File: src/design/mrw_pkg.sv
// shared types and constants for the miller-rabin witness test core
// no dependencies
package mrw_pkg;

  localparam int WIDTH = 32;
  localparam int CNT_W = $clog2(WIDTH + 1);

  typedef logic [WIDTH-1:0] word_t;

  typedef enum logic [1:0] {
    VERDICT_PRIME   = 2'd0,
    VERDICT_FERMAT  = 2'd1,
    VERDICT_ROOT    = 2'd2,
    VERDICT_INVALID = 2'd3
  } verdict_t;

  typedef struct packed {
    logic  start;
    word_t x;
    word_t y;
  } mul_req_t;

  typedef struct packed {
    logic  done;
    word_t res;
  } mul_rsp_t;

endpackage

File: src/design/mrw_addmod.sv
// modular adder: (x + y) mod m for x, y < m
// depends on mrw_pkg
module mrw_addmod (
  input  mrw_pkg::word_t x,
  input  mrw_pkg::word_t y,
  input  mrw_pkg::word_t m,
  output mrw_pkg::word_t sum
);

  logic [mrw_pkg::WIDTH:0] s;
  logic [mrw_pkg::WIDTH:0] d;

  always_comb begin
    s = {1'b0, x} + {1'b0, y};
    d = s - {1'b0, m};
    if (s >= {1'b0, m}) begin
      sum = d[mrw_pkg::WIDTH-1:0];
    end else begin
      sum = s[mrw_pkg::WIDTH-1:0];
    end
  end

endmodule

File: src/design/mrw_mulmod.sv
// bit-serial modular multiplier built on one shared modular adder
// depends on mrw_pkg and mrw_addmod
module mrw_mulmod (
  input  logic              clk,
  input  logic              rst_n,
  input  mrw_pkg::word_t    m,
  input  mrw_pkg::mul_req_t req,
  output mrw_pkg::mul_rsp_t rsp
);

  logic           run_r, run_nxt;
  logic           phase_r, phase_nxt;
  mrw_pkg::word_t x_r, x_nxt;
  mrw_pkg::word_t y_r, y_nxt;
  mrw_pkg::word_t acc_r, acc_nxt;
  mrw_pkg::word_t add_a;
  mrw_pkg::word_t add_s;
  logic           fin;

  assign fin   = run_r && (y_r == '0);
  // doubling uses x + x whenever the accumulate step is skipped or done
  assign add_a = (phase_r || !y_r[0]) ? x_r : acc_r;

  mrw_addmod u_add (
    .x   (add_a),
    .y   (x_r),
    .m   (m),
    .sum (add_s)
  );

  always_comb begin
    run_nxt   = run_r;
    phase_nxt = phase_r;
    x_nxt     = x_r;
    y_nxt     = y_r;
    acc_nxt   = acc_r;
    if (req.start && !run_r) begin
      run_nxt   = 1'b1;
      phase_nxt = 1'b0;
      x_nxt     = req.x;
      y_nxt     = req.y;
      acc_nxt   = '0;
    end else if (fin) begin
      run_nxt = 1'b0;
    end else if (run_r) begin
      if (!phase_r && y_r[0]) begin
        acc_nxt   = add_s;
        phase_nxt = 1'b1;
      end else begin
        // double step
        x_nxt     = add_s;
        y_nxt     = y_r >> 1;
        phase_nxt = 1'b0;
      end
    end
  end

  always_ff @(posedge clk) begin
    if (!rst_n) begin
      run_r   <= 1'b0;
      phase_r <= 1'b0;
    end else begin
      run_r   <= run_nxt;
      phase_r <= phase_nxt;
    end
    x_r   <= x_nxt;
    y_r   <= y_nxt;
    acc_r <= acc_nxt;
  end

  assign rsp.done = fin;
  assign rsp.res  = acc_r;

endmodule

File: src/design/miller_rabin_witness_test_core.sv
// miller-rabin single-base witness test, top level and sequencer
// depends on mrw_pkg, mrw_mulmod, mrw_addmod
// an invalid candidate is reported in the cycle after it is accepted; otherwise one
// base reduction plus up to about 2*WIDTH modular products on the shared multiplier;
// one item at a time, busy high meanwhile
// reset is synchronous active low and clears the sequencer and the result strobe
module miller_rabin_witness_test_core (
  input  logic        clk,
  input  logic        rst_n,
  input  logic        start,
  output logic        busy,
  input  logic [31:0] in_candidate,
  input  logic [31:0] in_base,
  output logic        out_valid,
  output logic [1:0]  out_verdict,
  output logic        out_probable_prime
);

  typedef enum logic [10:0] {
    ST_IDLE   = 11'b00000000001,
    ST_RED    = 11'b00000000010,
    ST_RED_W  = 11'b00000000100,
    ST_SHIFT  = 11'b00000001000,
    ST_EXP    = 11'b00000010000,
    ST_EXP_SQ = 11'b00000100000,
    ST_EXP_WR = 11'b00001000000,
    ST_EXP_WB = 11'b00010000000,
    ST_SQR    = 11'b00100000000,
    ST_SQR_W  = 11'b01000000000,
    ST_DONE   = 11'b10000000000
  } state_t;

  state_t                   state_r, state_nxt;
  mrw_pkg::word_t           n_r, n_nxt;
  mrw_pkg::word_t           nm1_r, nm1_nxt;
  mrw_pkg::word_t           e_r, e_nxt;
  mrw_pkg::word_t           r_r, r_nxt;
  mrw_pkg::word_t           b_r, b_nxt;
  mrw_pkg::word_t           x_r, x_nxt;
  logic [mrw_pkg::CNT_W-1:0] cnt_r, cnt_nxt;
  logic                     root_r, root_nxt;
  logic                     ov_r, ov_nxt;
  mrw_pkg::verdict_t        verdict_r, verdict_nxt;
  mrw_pkg::word_t           cand_w;
  mrw_pkg::word_t           base_w;
  mrw_pkg::mul_req_t        mreq;
  mrw_pkg::mul_rsp_t        mrsp;
  logic                     accept;

  assign cand_w = mrw_pkg::WIDTH'(in_candidate);
  assign base_w = mrw_pkg::WIDTH'(in_base);
  assign busy   = (state_r != ST_IDLE);
  assign accept = start && !busy;

  mrw_mulmod u_mul (
    .clk   (clk),
    .rst_n (rst_n),
    .m     (n_r),
    .req   (mreq),
    .rsp   (mrsp)
  );

  always_comb begin
    state_nxt   = state_r;
    n_nxt       = n_r;
    nm1_nxt     = nm1_r;
    e_nxt       = e_r;
    r_nxt       = r_r;
    b_nxt       = b_r;
    x_nxt       = x_r;
    cnt_nxt     = cnt_r;
    root_nxt    = root_r;
    ov_nxt      = 1'b0;
    verdict_nxt = verdict_r;
    mreq.start  = 1'b0;
    mreq.x      = r_r;
    mreq.y      = b_r;
    case (state_r)
      ST_IDLE: begin
        if (accept) begin
          n_nxt    = cand_w;
          nm1_nxt  = cand_w - mrw_pkg::word_t'(1);
          e_nxt    = cand_w - mrw_pkg::word_t'(1);
          b_nxt    = base_w;
          cnt_nxt  = '0;
          root_nxt = 1'b0;
          if (cand_w < mrw_pkg::word_t'(2)) begin
            ov_nxt      = 1'b1;
            verdict_nxt = mrw_pkg::VERDICT_INVALID;
          end else begin
            state_nxt = ST_RED;
          end
        end
      end
      ST_RED: begin
        // base mod n as 1 * base
        mreq.start = 1'b1;
        mreq.x     = mrw_pkg::word_t'(1);
        mreq.y     = b_r;
        state_nxt  = ST_RED_W;
      end
      ST_RED_W: begin
        if (mrsp.done) begin
          b_nxt     = mrsp.res;
          r_nxt     = mrw_pkg::word_t'(1);
          state_nxt = ST_SHIFT;
        end
      end
      ST_SHIFT: begin
        if (e_r[0]) begin
          state_nxt = ST_EXP;
        end else begin
          e_nxt   = e_r >> 1;
          cnt_nxt = cnt_r + mrw_pkg::CNT_W'(1);
        end
      end
      ST_EXP: begin
        if (e_r == '0) begin
          x_nxt     = r_r;
          state_nxt = ST_SQR;
        end else if (e_r[0]) begin
          mreq.start = 1'b1;
          mreq.x     = r_r;
          mreq.y     = b_r;
          state_nxt  = ST_EXP_WR;
        end else begin
          state_nxt = ST_EXP_SQ;
        end
      end
      ST_EXP_WR: begin
        if (mrsp.done) begin
          r_nxt     = mrsp.res;
          state_nxt = ST_EXP_SQ;
        end
      end
      ST_EXP_SQ: begin
        mreq.start = 1'b1;
        mreq.x     = b_r;
        mreq.y     = b_r;
        state_nxt  = ST_EXP_WB;
      end
      ST_EXP_WB: begin
        if (mrsp.done) begin
          b_nxt     = mrsp.res;
          e_nxt     = e_r >> 1;
          state_nxt = ST_EXP;
        end
      end
      ST_SQR: begin
        if (cnt_r == '0) begin
          state_nxt = ST_DONE;
        end else begin
          mreq.start = 1'b1;
          mreq.x     = x_r;
          mreq.y     = x_r;
          state_nxt  = ST_SQR_W;
        end
      end
      ST_SQR_W: begin
        if (mrsp.done) begin
          if (mrsp.res == mrw_pkg::word_t'(1) && x_r != mrw_pkg::word_t'(1)
              && x_r != nm1_r) begin
            root_nxt = 1'b1;
          end
          x_nxt     = mrsp.res;
          cnt_nxt   = cnt_r - mrw_pkg::CNT_W'(1);
          state_nxt = ST_SQR;
        end
      end
      ST_DONE: begin
        ov_nxt = 1'b1;
        if (x_r != mrw_pkg::word_t'(1)) begin
          verdict_nxt = mrw_pkg::VERDICT_FERMAT;
        end else if (root_r) begin
          verdict_nxt = mrw_pkg::VERDICT_ROOT;
        end else begin
          verdict_nxt = mrw_pkg::VERDICT_PRIME;
        end
        state_nxt = ST_IDLE;
      end
      default: begin
        state_nxt = ST_IDLE;
      end
    endcase
  end

  always_ff @(posedge clk) begin
    if (!rst_n) begin
      state_r <= ST_IDLE;
      ov_r    <= 1'b0;
    end else begin
      state_r <= state_nxt;
      ov_r    <= ov_nxt;
    end
    n_r       <= n_nxt;
    nm1_r     <= nm1_nxt;
    e_r       <= e_nxt;
    r_r       <= r_nxt;
    b_r       <= b_nxt;
    x_r       <= x_nxt;
    cnt_r     <= cnt_nxt;
    root_r    <= root_nxt;
    verdict_r <= verdict_nxt;
  end

  assign out_valid          = ov_r;
  assign out_verdict        = verdict_r;
  assign out_probable_prime = (verdict_r == mrw_pkg::VERDICT_PRIME);

  a_accept_busy: assert property (@(posedge clk) disable iff (!rst_n)
    (accept && cand_w >= mrw_pkg::word_t'(2)) |=> busy)
    else $error("accepted candidate did not raise busy");

  a_done_strobe: assert property (@(posedge clk) disable iff (!rst_n)
    (state_r == ST_DONE) |=> (out_valid && !busy))
    else $error("finished item produced no result transfer");

  a_mul_done_wait: assert property (@(posedge clk) disable iff (!rst_n)
    mrsp.done |-> (state_r == ST_RED_W || state_r == ST_EXP_WR
                   || state_r == ST_EXP_WB || state_r == ST_SQR_W))
    else $error("multiplier finished outside a wait state");

  a_invalid_fast: assert property (@(posedge clk) disable iff (!rst_n)
    (accept && cand_w < mrw_pkg::word_t'(2)) |=>
      (out_valid && out_verdict == mrw_pkg::VERDICT_INVALID))
    else $error("invalid candidate not reported");

endmodule

File: config.mk
export PLATFORM = sky130hd
export DESIGN_NAME = miller_rabin_witness_test_core
export DESIGN_NICKNAME = d
export VERILOG_FILES = /design/src/design/mrw_pkg.sv /design/src/design/mrw_addmod.sv /design/src/design/mrw_mulmod.sv /design/src/design/miller_rabin_witness_test_core.sv
export SDC_FILE = /design/constraint.sdc
export NUM_CORES = 1
export LEC_CHECK = 0
export ABC_AREA = 1
export BUFFER_PORTS_ARGS = -buffer_cell sky130_fd_sc_hd__clkbuf_2
export CAP_MARGIN = 30
export CORE_AREA = 2 2 240 242
export DETAILED_ROUTE_END_ITERATION = 12
export DIE_AREA = 0 0 242 244
export SYNTH_ARGS = -nofsm -noshare
export SYNTH_HDL_FRONTEND = slang
export SYNTH_SLANG_ARGS = --single-unit
File: constraint.sdc
create_clock -name clk -period 12.2 [get_ports clk]
set_input_delay 3.66 -clock clk [delete_from_list [all_inputs] [get_ports clk]]
set_output_delay 3.66 -clock clk [all_outputs]
set_load 0.1 [all_outputs]
==> impl_summary.md <==
STA
The final setup TNS is 0 ns. The actual transition at the worst max-transition pin is 0.918 ns. The final number of setup-violating endpoints is 0. Counting I/O delays and the setup requirement, the final critical path takes 6.05 ns. Setup repair after global routing left no endpoint under its margin. The number of pins with negative max-slew slack in the final report was 0. Measured against its own limit, the worst slew margin works out to 38.8%. The share of the clock period used by the worst path is 49.6%.

The final worst clock skew is about 0.034 ns. The final count of hold timing violations came to 0. Timing would allow up to 165 MHz.

Critical path
The biggest fanout along the worst timing path is 7. Traced cell by cell, the critical path runs through nor2_2 -> nand2_1 -> nor2_2 -> inv_1 -> nor2_2 -> inv_1 -> clkbuf_2. By startpoint and endpoint, the worst setup path is classified as reg2out. Broken down by cell family, the worst path's largest delay share belongs to simple AND/OR/NAND/NOR gates. The worst path required time is 8.54 ns.

For this design, the slowest cell found on the critical path is sky130_fd_sc_hd__clkbuf_2. The count of buffering cells on the critical path with inverters included is 3. The element type at the critical path end is an output pin. For the worst setup path, the data arrival time is around 2.4 ns. By instance count, the cell type seen most on the critical path is sky130_fd_sc_hd__nor2_2. The element type at the critical path start is a flip-flop. The stage delay of the slowest cell on the critical path is 0.42 ns.

Placement
During placement, the flow inserted port buffers numbering 71. Summed over all nets, the half-perimeter wirelength after detailed placement is 53700 microns. The weighted congestion reported at the end of routability-driven placement is 0.972.

Logic synthesis
The sequential element share of the synthesized area is ~43%. The average cell area after synthesis is 7.25 sq um. During synthesis, Yosys emitted a total of 0 warnings. The post-synthesis sequential element count is 311. In this run the cell area of the synthesized design comes to just over 20000 sq um. The synthesized net count is 2998.

Synthesis instantiated 46 different standard cells from the library. The post-synthesis cell count is 2859.

Clocking
The clock passes through at most 3 buffers. For the worst-skew pair, the clock arrives at the later sink with an insertion delay of about 0.57 ns. Clock-pin slew was measured on the worst setup and hold paths at 0.06 ns. The number of buffers created by CTS is 36.

The number of levels the H-tree was split into is 2. For this design, the sink count on the clock tree is 311. In this run, post-CTS repair resized a total of 0 instances. The root cell of the clock tree is sky130_fd_sc_hd__clkbuf_16. The CTS tree is done.

The number of buffers added to fix hold violations after cts is 0. In this run the post-CTS setup repair buffer count came out at 0.

Floorplan
The cell row count is 87. The total I/O pin count is 72. The initial utilization of the core area, before any placement, comes to 36.9%. The floorplan step defined a die boundary enclosing between 50000 and 60000 sq um.

From bottom edge to top edge, the die measures 244 microns. The die is approximately 240 microns wide. The total area inside the core boundary comes to 56200 sq um.

Global routing
The via count of the first global-routing pass is 17500. The residual overflow from global routing is 0. The global-route wire length before repair is 106000 microns.

The largest net degree at the start of global routing is 70. The total global routing track utilization is 23.6%. The initial antenna violation count is 3.

Min path
The type of the worst min-delay path is reg2reg.

Drt
In the routed layout, each cell is associated on average with a via count of 5.12. Once detail routing completed, the nets flagged for antenna violations numbered 0. The number of DRC violations after detailed routing is 0. The detailed router finished its first iteration with 2246 violations. The first TritonRoute pass finished after 5 iterations. The average wire per cell in the routed design is 19.1 microns. For this block, the via count after detailed routing is 18900.

The wire length reported by the detailed router is 70600 microns.

Final layout
The growth of design area from synthesis to finish is 11.1%. The post-route netlist has under 10% of its cells at a drive strength greater than 1. For this run, the post-layout net count is 3053.

The core occupancy in the finished layout is 41.0%. The diode insertion count for antenna repair is 0. The layout filler cell count is 5885.

Outcome
The flow ran to the end, and the final reports show no timing, DRC or antenna violations.

Run
Max-cap violations in this run came to 0.
[per-layer routing]
| metal | GRT usage, % | up-vias | wire length (microns) |
|---|---|---|---|
| met1 | 33.4 | 8702 | 31600 |
| met5 | 0 | - | 24 |
| li1 | - | 9282 | - |
| met2 | 35.5 | 835 | 29800 |
| met4 | 7.35 | 4 | 2120 |
| met3 | 5.64 | 109 | 7130 |
[layout make-up]
type / instances / area [sq um] / share of cell area [%]
multi-input cells: 1983 / 9700 / 42.2
flip-flops and latches: 311 / 8880 / 38.6
inverters: 492 / 1850 / 8.03
clock buffers: 44 / 982 / 4.27
well taps: 756 / 946 / 4.11
repair buffers: 90 / 508 / 2.21
clock inverters: 21 / 145 / 0.631
[cell usage after synthesis (all sizes together)]
library cell	instances	area, sq um
nor3b	2	20.0
o21ai	219	1110
and3	1	6.26
nand2	916	3460
clkbuf	45	169
a211oi	1	7.51
inv	491	1840
o211ai	1	7.51
clkinv	1	3.75
xnor2	16	140
o21bai	8	60.1
nand3b	2	15.0
nor4	17	106
dfxtp	46	921
o221ai	1	8.76
buf	28	179
a32o	8	80.1
and2	3	18.8
nand3	178	901
nand4	47	300
nor2	263	1020
a21oi	113	566
ha	69	863
nor3	31	178
or2	20	125
edfxtp	265	7960
fa	3	60.1
a41oi	1	27.5
o2bb2ai	1	8.76
xor2	61	534
a22o	1	8.76
[state kept, by name, indices dropped and copies added, names as in the netlist]
signal and flops:
u_mul.x_r 32, n_r 32, u_mul.acc_r 32, nm1_r 32
out_valid 1, x_r 32, b_r 32, u_mul.phase_r 1
u_mul.run_r 1, u_mul.y_r 32, cnt_r 6, root_r 1
out_verdict 2, e_r 32, r_r 32, state_r 11
[cells by family after synthesis]
| group | Yosys count | synth area share (%) |
|---|---|---|
| AO/OA/AOI/OAI | 354 | 9.10 |
| buffers and inverters | 565 | 10.6 |
| XOR/XNOR | 77 | 3.26 |
| AND/OR/NAND/NOR | 1480 | 29.7 |
| flip-flops | 311 | 42.9 |
| adder cells (fa/ha/maj) | 72 | 4.46 |
[through the flow]
step,area [sq um],setup WS (ns),cells,hold WS [ns]
2_1_floorplan,20700,5.34,2859,0.487
3_3_place_gp,21900,6.50,3630,0.511
3_5_place_dp,21900,6.49,3631,0.528
4_1_cts,23000,6.13,3696,0.542
5_1_grt,23000,5.88,3697,0.578
6_report,23000,6.15,3697,0.540
[worst reg2reg max path, delay by kind of cell (launching register included)]
kind            cells  cell delay, ns
xor+xnor            1            0.32
fa+ha+maj           3            0.99
compound gates      1            0.10
simple gates       21            2.86
buf+inv             6            0.84
flops               1            0.38
[cells in the final DEF, fill, tap and decap left out, types with 3 or more instances in the layout]
cell	netlist	routed
sky130_fd_sc_hd__a21oi_1	113	111
sky130_fd_sc_hd__a32o_1	8	8
sky130_fd_sc_hd__and2_1	3	3
sky130_fd_sc_hd__buf_4	3	17
sky130_fd_sc_hd__clkbuf_1	45	4
sky130_fd_sc_hd__clkbuf_16	0	37
sky130_fd_sc_hd__clkbuf_2	0	71
sky130_fd_sc_hd__clkbuf_8	0	3
sky130_fd_sc_hd__clkinv_1	1	8
sky130_fd_sc_hd__clkinv_2	0	7
sky130_fd_sc_hd__dfxtp_1	46	46
sky130_fd_sc_hd__edfxtp_1	265	265
sky130_fd_sc_hd__fa_1	3	3
sky130_fd_sc_hd__ha_1	69	69
sky130_fd_sc_hd__inv_1	487	485
sky130_fd_sc_hd__inv_2	4	6
sky130_fd_sc_hd__inv_6	0	3
sky130_fd_sc_hd__nand2_1	908	907
sky130_fd_sc_hd__nand2_2	7	8
sky130_fd_sc_hd__nand3_1	176	175
sky130_fd_sc_hd__nand3_2	2	3
sky130_fd_sc_hd__nand4_1	46	46
sky130_fd_sc_hd__nor2_1	254	252
sky130_fd_sc_hd__nor2_2	6	7
sky130_fd_sc_hd__nor2_4	3	4
sky130_fd_sc_hd__nor3_1	29	28
sky130_fd_sc_hd__nor4_1	17	17
sky130_fd_sc_hd__o21ai_0	209	209
sky130_fd_sc_hd__o21ai_1	8	7
sky130_fd_sc_hd__o21bai_1	8	8
sky130_fd_sc_hd__or2_2	19	19
sky130_fd_sc_hd__xnor2_1	16	16
sky130_fd_sc_hd__xor2_1	61	61
[final timing paths]
path	start	to	slack, ns	cells after the start
setup / recovery	state_r[4]$_SDFFE_PN0P_	busy	6.15	7
hold / removal	state_r[0]$_SDFFE_PN1P_	state_r[0]$_SDFFE_PN1P_	0.54	2
setup reg to reg	u_mul.y_r[0]$_DFFE_PP_	u_mul.x_r[10]$_DFFE_PP_	6.46	32
hold reg to reg	state_r[0]$_SDFFE_PN1P_	state_r[0]$_SDFFE_PN1P_	0.54	2
Power is left out: the tool's default activity adds up to more than one toggle a clock period on the data nets, which glitch-free logic cannot reach.
